## src/rtl/svml_pkg.sv

```systemverilog
`default_nettype none

package svml_pkg;

    // payload widths
    localparam int MODE_W     = 3;
    localparam int COORD_W    = 16;
    localparam int ROOT_W     = 2;
    localparam int ENTRY_W    = 12;
    localparam int MASK_W     = 64;
    localparam int LINK_IDX_W = 12;
    localparam int LINK_W     = LINK_IDX_W + 1;
    localparam int MAT_W      = 8;

    // leaf word: first material, homogeneous flag, material
    localparam int LEAF_W     = LINK_IDX_W + 1 + MAT_W;
    localparam int LEAF_HOMO  = MAT_W;

    // configuration registers
    localparam int CFG_IDX_W  = 3;
    localparam int CFG_DATA_W = 13;
    localparam int UCNT_W     = 3;
    localparam int LCNT_W     = 9;
    localparam int LFCNT_W    = 13;
    localparam int MCNT_W     = 13;
    localparam int DEPTH_W    = 4;

    // walk arithmetic
    localparam int IDX_W      = LINK_IDX_W + 1;
    localparam int OFF_W      = $clog2(MASK_W + 1);
    localparam int SHIFT_W    = 6;

    typedef enum logic [MODE_W-1:0] {
        MODE_LOOKUP      = 3'd0,
        MODE_WR_UPPER    = 3'd1,
        MODE_WR_LOWER    = 3'd2,
        MODE_WR_LEAF     = 3'd3,
        MODE_WR_MATERIAL = 3'd4
    } mode_t;

    typedef enum logic [CFG_IDX_W-1:0] {
        CFG_UPPER_COUNT    = 3'd0,
        CFG_LOWER_COUNT    = 3'd1,
        CFG_LEAF_COUNT     = 3'd2,
        CFG_MATERIAL_COUNT = 3'd3,
        CFG_ROOT_DEPTH     = 3'd4
    } cfg_idx_t;

    typedef enum logic [2:0] {
        ST_IDLE  = 3'd0,
        ST_UPPER = 3'd1,
        ST_LOWER = 3'd2,
        ST_LEAF  = 3'd3,
        ST_MAT   = 3'd4
    } state_t;

    typedef struct packed {
        logic accept;
        logic do_upper;
        logic do_lower;
        logic do_leaf;
        logic load_out;
    } svml_cmd_t;

    typedef struct packed {
        logic lookup_req;
        logic out_free;
    } svml_status_t;

endpackage

`default_nettype wire

```

## src/rtl/svml_ctrl.sv

```systemverilog
`default_nettype none

module svml_ctrl (
    input  logic                   clk,
    input  logic                   rst_n,
    input  logic                   in_valid,
    output logic                   in_ready,
    input  svml_pkg::svml_status_t status,
    output svml_pkg::svml_cmd_t    cmd
);
    import svml_pkg::*;

    state_t state_reg;
    state_t state_next;

    always_ff @(posedge clk or negedge rst_n)
    begin
        if (!rst_n)
        begin
            state_reg <= ST_IDLE;
        end
        else
        begin
            state_reg <= state_next;
        end
    end

    always_comb
    begin
        state_next = state_reg;
        case (state_reg)
            ST_IDLE:
            begin
                if (in_valid && status.lookup_req)
                begin
                    state_next = ST_UPPER;
                end
            end
            ST_UPPER: state_next = ST_LOWER;
            ST_LOWER: state_next = ST_LEAF;
            ST_LEAF:  state_next = ST_MAT;
            ST_MAT:
            begin
                if (status.out_free)
                begin
                    state_next = ST_IDLE;
                end
            end
            default:  state_next = ST_IDLE;
        endcase
    end

    always_comb
    begin
        in_ready     = 1'b0;
        cmd          = '0;
        case (state_reg)
            ST_IDLE:
            begin
                in_ready   = 1'b1;
                cmd.accept = in_valid;
            end
            ST_UPPER: cmd.do_upper = 1'b1;
            ST_LOWER: cmd.do_lower = 1'b1;
            ST_LEAF:  cmd.do_leaf  = 1'b1;
            ST_MAT:   cmd.load_out = status.out_free;
            default:  in_ready     = 1'b0;
        endcase
    end

endmodule

`default_nettype wire

```

## config.mk

```make
export PLATFORM = sky130hd
export DESIGN_NAME = svml_ctrl
export DESIGN_NICKNAME = d
export VERILOG_FILES = /design/src/rtl/svml_pkg.sv /design/src/rtl/svml_ctrl.sv
export SDC_FILE = /design/constraint.sdc
export NUM_CORES = 1
export LEC_CHECK = 0
export ABC_AREA = 1
export BUFFER_PORTS_ARGS = -buffer_cell sky130_fd_sc_hd__buf_2
export CAP_MARGIN = 15
export CORE_AREA = 8 8 45 47
export DETAILED_ROUTE_END_ITERATION = 10
export DIE_AREA = 0 0 53 55
export SETUP_SLACK_MARGIN = 0.2
export SYNTH_ARGS = -nofsm -noshare
export SYNTH_HDL_FRONTEND = slang
export SYNTH_SLANG_ARGS = --single-unit
```

## constraint.sdc

```tcl
create_clock -name clk -period 1.3 [get_ports clk]
set_clock_uncertainty 0.2 [all_clocks]
set_input_delay 0.13 -clock clk [delete_from_list [all_inputs] [get_ports clk]]
set_output_delay 0.13 -clock clk [all_outputs]
set_load 0.005 [all_outputs]
```

==> flow_metrics.py, run 1 <==
metrics = {
    "synthesis": {
        "ys_top_cells_by_area": "dfrtp_1, nor2_1, nand3_1, nand2_1, nor2_2",
        "synth_cell_types": 11,
        "synth_top_area_cell": "dfrtp_1",
        "yosysWarnings": 0,
        "syn_area_um2": 183,
        "synth_seq_cells": 3,
        "synth_top_area_share_pct": 41.1,
        "synth_nets": 31,
        "yosysSeqAreaShare_pct": 41.1,
        "syn_area_per_cell_um2": 7.03,
        "synth_cells": 26,
    },
    "power": {
        "finalPower_uw": 945,
        "internal_power_uw": 573,
        "p_sw_uw": 372,
        "pwr-share-comb_pct": 62.5,
        "seqPwrFrac_pct": 20.4,
        "power_frac_clock_pct": 17.1,
        "p_leak_uw": 0.000206,
        "cellPowerDensity_mw_per_mm2": 2670,
        "irDropWorstVdd_mv": 0.554,
        "p_sw_share_pct": 39.4,
    },
    "floorplanning": {
        "core_mm2": 0.00138,
        "ios": 11,
        "start_util_pct": 13.2,
        "die_area_mm2": 0.00292,
        "die_w_um": 53,
        "rows": 14,
        "fp.dieH_um": 55,
    },
    "sta": {
        "finalWorstSetupSlack_ps": -128,
        "tightest_slew_ps": 166,
        "whs_ps": 33.5,
        "period_share_pct": 110,
        "slew_headroom_pct": 88.9,
        "maxSlewViolCount": 0,
        "fin_setup_tns_ps": -525,
        "rsz0062_at_grt": "yes",
        "fin_crit_ps": 1430,
        "hold_viol": 0,
        "setup_viol": 6,
        "fmax_mhz": 700,
    },
    "worst_setup_path": {
        "cp_max_fo": 4,
        "rr_worst_depth": 6,
        "required_ps": 970,
        "crit_chain": "nor2_2 > and3_1 > buf_2",
        "critPathLaunchType": "register",
        "slowest_stage": "dfrtp_1",
        "critical_path_class": "register to output port",
        "cp-end-kind": "output port",
        "arrival_ps": 1100,
        "critPathMaxStageDelay_ps": 410,
    },
    "clock_network": {
        "cts_tree": "done",
        "clockBufferDepth": 2,
        "cts_made_buffers": 3,
        "cts-root-buf": "clkbuf_4",
        "htree_levels": 1,
        "clock_latency_ps": 230,
        "clock_sinks": 3,
        "clkTransAtPathRegs_ps": 40,
    },
    "run_status": {
        "violations": "setup timing",
        "status": "finished with violations",
    },
    "finish": {
        "regArea_um2": 75.1,
        "fin_cells": 63,
        "drive_gt1_share_pct": 59.6,
        "fin_nets": 53,
        "syn_to_final_growth_pct": 93.8,
        "multiInputGateArea_um2": 90.1,
        "insertedDiodeCount": 0,
        "nFillCells": 159,
        "final_common_cell": "buf_2",
        "largest_register_ffs": 3,
        "layout_common_cells": "buf_2, nor2_1, nand2_1, buf_4",
    },
    "drt": {
        "wire_per_inst_um": 9.68,
        "firstDrtPassIters": 4,
        "drc_errors": 0,
        "dr.first_iter.drc_count": 4,
        "dr_total_vias": 233,
        "ant_nets": 0,
        "wl_um": 610,
        "viasPerCell": 3.70,
    },
    "placed_design": {
        "dpl.hpwl_um": 387,
        "gp_congestion": 0.699,
        "numPortBuffers": 10,
        "place_inst": 51,
    },
    "hold_path": {
        "hold_class": "input pin to async pin",
    },
    "global_routing": {
        "grt.total_usage_pct": 4.54,
        "antenna_found_initial": 0,
        "grt_pass1_vias": 233,
        "grt_max_degree": 5,
        "grt_overflow": 0,
        "grt_first_pass_wirelength_um": 903,
    },
    "run": {
        "cap_violations": 0,
    },
}
-- stage by stage --
step	utilization, %	setup slack, ps	area, µm²
floorplan	-	266	183
global placement	17.7	138	245
detailed placement	17.7	133	245
CTS	23.6	-97.7	327
global route	25.6	-190	354
finish	25.6	-128	354
-- cell usage after synthesis --
cell / instances
dfrtp_1: 3
o21ai_0: 1
inv_2: 2
nor2_2: 2
o21ai_2: 1
and3_1: 1
buf_4: 1
nor2_1: 5
nand2_1: 4
nand3_1: 3
inv_1: 3
-- repair_timing --
action	4_1_cts	5_1_grt
hold buffers	1	0
endpoints found under the setup margin	6	9
gates cloned	0	0
setup buffers	5	2
pin swaps	4	4
endpoints found under the hold margin	3	0
resized for setup	2	5
-- logic make-up after synthesis --
| group | synth area share [%] |
|---|---|
| AO/OA/AOI/OAI | 7.53 |
| buffers and inverters | 14.4 |
| flip-flops | 41.1 |
| AND/OR/NAND/NOR | 37.0 |
-- cell type report --
type,count,share of cell area (%)
clock buffers,4,7.42
inverters,5,5.30
multi-input cells,17,25.4
flip-flops and latches,3,21.2
well taps,16,5.65
repair buffers,18,35.0
-- worst max-delay path: cells and delay by family (launching register included) --
kind | cells | cell delay, ps
flip-flops | 1 | 410
buffers and inverters | 1 | 110
AND/OR/NAND/NOR | 2 | 360
-- path summary, 6_finish.rpt --
kind	from	end	slack, ps
max	state_reg[0]	cmd[4]	-130
min	rst_n	state_reg[2]	30
max reg2reg	state_reg[1]	state_reg[0]	110
min reg2reg	state_reg[1]	state_reg[1]	420
max in group asynchronous	rst_n	state_reg[1]	760
min in group clk	status[0]	state_reg[2]	40
-- routing by layer --
layer	share of wire, %	GRT usage [%]	wire [µm]
met5	0	0	0
met4	0	6.47	0
met3	3.3	1.87	20
met2	63	7.42	385
met1	33	3.51	203
-- power by group through the flow --
stage	clock network [µW]	registers (µW)	logic, µW
global route	172	200	654
global placement	0	189	356
detailed placement	0	191	355
CTS	171	187	503
floorplan	0	182	251
finish	162	192	591
Power figures use the tool's default switching activity.
==> run 2: changes to the inputs <==
- SKIP_LAST_GASP: unset -> 1
==> flow_metrics.py, run 2 (synthesis gave the netlist of run 1 again) <==
metrics = {
    "finish": {
        "design_area_um2": 354,
        "regArea_um2": 75.1,
        "fin_nets": 53,
        "multiInputGateArea_um2": 90.1,
        "nFillCells": 159,
        "drive_gt1_share_pct": 59.6,
        "final_common_cell": "buf_2",
        "layout_common_cells": "buf_2, nor2_1, nand2_1, buf_4",
        "insertedDiodeCount": 0,
        "syn_to_final_growth_pct": 93.8,
        "largest_register_ffs": 3,
    },
    "drt": {
        "viasPerCell": 3.70,
        "firstDrtPassIters": 4,
        "wl_um": 610,
        "dr.first_iter.drc_count": 4,
        "dr_total_vias": 233,
        "ant_nets": 0,
        "wire_per_inst_um": 9.68,
        "drc_errors": 0,
    },
    "worst_setup_path": {
        "rr_worst_depth": 6,
        "r2r_end": "state_reg[0]",
        "critical_path_class": "register to output port",
        "r2r-start": "state_reg[1]",
        "arrival_ps": 1100,
        "cp_max_fo": 4,
        "critPathLaunchType": "register",
        "ff2ff_setup_slack_ps": 100,
        "cp-end-kind": "output port",
        "required_ps": 970,
    },
    "placed_design": {
        "dpl_cell_area_um2": 245,
        "numPortBuffers": 10,
        "dp_slack_ps": 133,
        "gp_congestion": 0.699,
        "dpl.hpwl_um": 387,
    },
    "sta": {
        "fin_crit_ps": 1430,
        "fmax_mhz": 700,
        "hold_viol": 0,
        "setup_viol": 6,
        "rsz0062_at_grt": "yes",
        "period_share_pct": 110,
        "whs_ps": 33.5,
        "slew_headroom_pct": 88.9,
        "finalWorstSetupSlack_ps": -128,
        "maxSlewViolCount": 0,
        "fin_setup_tns_ps": -525,
        "tightest_slew_ps": 166,
    },
    "power": {
        "pwr-share-comb_pct": 62.6,
        "p_leak_uw": 0.000206,
        "finalPower_uw": 946,
        "internal_power_uw": 574,
        "cellPowerDensity_mw_per_mm2": 2670,
        "power_frac_clock_pct": 17.1,
        "irDropWorstVdd_mv": 0.555,
        "seqPwrFrac_pct": 20.3,
        "p_sw_uw": 372,
        "p_sw_share_pct": 39.3,
    },
    "clock_network": {
        "clock_sinks": 3,
        "cts-root-buf": "clkbuf_4",
        "clockBufferDepth": 2,
        "cts_made_buffers": 3,
        "htree_levels": 1,
        "clkTransAtPathRegs_ps": 40,
        "cts_tree": "done",
        "clock_latency_ps": 230,
    },
    "global_routing": {
        "grt_pass1_vias": 233,
        "grt.total_usage_pct": 4.54,
        "grt_overflow": 0,
        "grt_first_pass_wirelength_um": 903,
        "grt_max_degree": 5,
        "antenna_found_initial": 0,
    },
    "floorplanning": {
        "ios": 11,
        "core_mm2": 0.00138,
        "die_w_um": 53,
        "fp.dieH_um": 55,
        "die_area_mm2": 0.00292,
        "rows": 14,
        "start_util_pct": 13.2,
    },
    "run_status": {
        "status": "finished with violations",
        "violations": "setup timing",
    },
    "run": {
        "cap_violations": 0,
    },
    "hold_path": {
        "hold_class": "input pin to async pin",
    },
}
run 2: cell counts in the layout (fill, tap and decap cells not counted):
No cell type changed its count.
run 2: final cells by class:
cell class	count	share of cell area [%]
Sequential cell	3	21.2
Clock buffer	4	7.42
Tap cell	16	5.65
Multi-Input combinational cell	17	25.4
Timing Repair Buffer	18	35.0
Inverter	5	5.30
run 2: how the worst max path moves through the flow:
| stage | to | slack (ps) | from |
|---|---|---|---|
| 2_1_floorplan | cmd[2] | 270 | state_reg[0] |
| 3_3_place_gp | in_ready | 140 | state_reg[0] |
| 3_5_place_dp | in_ready | 130 | state_reg[0] |
| 4_1_cts | in_ready | -100 | state_reg[2] |
| 5_1_grt | cmd[4] | -190 | state_reg[0] |
| 6_report | cmd[4] | -130 | state_reg[0] |
run 2: timing repair:
| item | 4_1_cts | 5_1_grt |
|---|---|---|
| pin swaps | 3 | 4 |
| resized for setup | 1 | 6 |
| setup buffers | 5 | 2 |
| endpoints found under the setup margin | 6 | 9 |
| endpoints found under the hold margin | 3 | 0 |
| hold buffers | 1 | 0 |
run 2: layer usage:
layer / share of wire [%] / GRT usage, %
met1: 33 / 3.51
met2: 63 / 7.42
met3: 3.3 / 1.87
met4: 0 / 6.47
met5: 0 / 0
run 2: stage by stage:
step	cells	util (%)
2_1_floorplan	26	-
3_5_place_dp	51	17.7
6_report	63	25.6
4_1_cts	61	23.3
3_3_place_gp	51	17.7
5_1_grt	63	25.6
run 2: power groups by stage:
stage / combinational, µW / clock [µW] / sequential (µW)
floorplan: 251 / 0 / 182
finish: 592 / 162 / 192
CTS: 490 / 171 / 187
global placement: 356 / 0 / 189
detailed placement: 355 / 0 / 191
global route: 655 / 172 / 200
run 2: critical path, cell delays in order (launching register included):
cell and delay [ps]:
dfrtp_1 410, nor2_2 190, and3_1 170, buf_2 110
==> run 3: changes to the inputs <==
- CTS_CLUSTER_DIAMETER: unset -> 150
- HOLD_SLACK_MARGIN: unset -> 0.06
- clock period: 1.3 -> 1.75 ns (I/O delays scaled with it)
==> flow_metrics.py, run 3 (synthesis gave the netlist of run 1 again) <==
metrics = {
    "run_status": {
        "status": "completed",
    },
    "drt": {
        "wire_per_inst_um": 8.09,
        "dr.first_iter.drc_count": 1,
        "firstDrtPassIters": 2,
        "drc_errors": 0,
        "dr_total_vias": 206,
        "viasPerCell": 3.68,
        "wl_um": 453,
        "ant_nets": 0,
    },
    "clock_network": {
        "cts_tree": "done",
        "cts-root-buf": "clkbuf_4",
        "cts_made_buffers": 3,
        "clock_latency_ps": 230,
        "clkTransAtPathRegs_ps": 40,
        "clockBufferDepth": 2,
        "clock_sinks": 3,
        "htree_levels": 1,
        "cts_resized": 0,
    },
    "global_routing": {
        "grt_first_pass_wirelength_um": 731,
        "antenna_found_initial": 0,
        "grt.total_usage_pct": 3.67,
        "grt_overflow": 0,
        "grt_max_degree": 8,
        "grt_pass1_vias": 204,
    },
    "worst_setup_path": {
        "r2r-start": "state_reg[1]",
        "cp-end-kind": "output port",
        "rr_worst_depth": 4,
        "arrival_ps": 1070,
        "critical_path_class": "register to output port",
        "r2r_end": "state_reg[0]",
        "ff2ff_setup_slack_ps": 670,
        "required_ps": 1370,
        "critPathLaunchType": "register",
        "cp_max_fo": 4,
    },
    "sta": {
        "tightest_slew_ps": 143,
        "fin_setup_tns_ps": 0,
        "whs_ps": 76.5,
        "hold_viol": 0,
        "fmax_mhz": 693,
        "slew_headroom_pct": 90.3,
        "period_share_pct": 82.4,
        "maxSlewViolCount": 0,
        "fin_crit_ps": 1440,
        "setup_viol": 0,
        "rsz0062_at_grt": "no",
    },
    "placed_design": {
        "dpl.hpwl_um": 374,
        "place_inst": 51,
        "gp_congestion": 0.706,
        "numPortBuffers": 10,
        "dpl_cell_area_um2": 245,
    },
    "finish": {
        "fin_cells": 56,
        "final_common_cell": "buf_2",
        "syn_to_final_growth_pct": 54.1,
        "design_area_um2": 282,
        "drive_gt1_share_pct": 45.0,
        "fin_nets": 46,
        "nFillCells": 161,
        "insertedDiodeCount": 0,
        "largest_register_ffs": 3,
        "layout_common_cells": "buf_2, nor2_1, nand2_1",
    },
    "floorplanning": {
        "start_util_pct": 13.2,
        "die_area_mm2": 0.00292,
        "rows": 14,
        "fp.dieH_um": 55,
        "core_mm2": 0.00138,
        "ios": 11,
        "die_w_um": 53,
    },
    "hold_path": {
        "hold_class": "input pin to async pin",
    },
    "power": {
        "irDropWorstVdd_mv": 0.458,
        "cellPowerDensity_mw_per_mm2": 1850,
        "finalPower_uw": 521,
        "p_leak_uw": 0.000165,
    },
    "run": {
        "cap_violations": 0,
    },
}
## run 3: how the worst max path moves through the flow
stage | start | endpoint | slack [ps] | cells after the start
6_report | state_reg[0] | cmd[4] | 310 | 3
5_1_grt | state_reg[2] | in_ready | 220 | 4
4_1_cts | state_reg[0] | in_ready | 300 | 4
3_5_place_dp | state_reg[0] | cmd[4] | 550 | 3
3_3_place_gp | state_reg[0] | in_ready | 540 | 4
2_1_floorplan | state_reg[0] | cmd[2] | 670 | 3
## run 3: report_power, final
part / total [µW] / switching [µW] / internal [µW]
combinational: 258 / 148 / 111
clock: 122 / 36.5 / 85.5
sequential: 140 / 35.1 / 105
## run 3: cell type report
cell class,instances,area (µm²),area share (%)
multi-input cells,17,81.3,28.9
repair buffers,11,60.1,21.3
clock buffers,4,26.3,9.33
well taps,16,20.0,7.11
inverters,5,18.8,6.67
flip-flops and latches,3,75.1,26.7
## run 3: worst max-delay path, stage by stage, from the launching register on
cell and delay (ps):
dfrtp_1 400, nor2_2 170, and3_1 170, buf_2 110
## run 3: routing by layer
layer,track usage [%],share of wire (%),up-vias
li1,-,-,107
met3,1.07,5.3,0
met4,6.47,0,0
met2,6.05,61,4
met1,2.60,33,95
met5,0,0,-
## run 3: repair_timing
| item | 4_1_cts | 5_1_grt |
|---|---|---|
| buffers inserted | 0 | 0 |
| hold buffers | 1 | 0 |
| hold endpoints to repair | 3 | 0 |
## run 3: through the flow
| step | utilization (%) | setup slack (ps) |
|---|---|---|
| final | 20.3 | 308 |
| after detailed placement | 17.7 | 549 |
| after CTS | 20.3 | 297 |
| after global placement | 17.7 | 542 |
| after floorplan | - | 671 |
| after global routing | 20.3 | 222 |
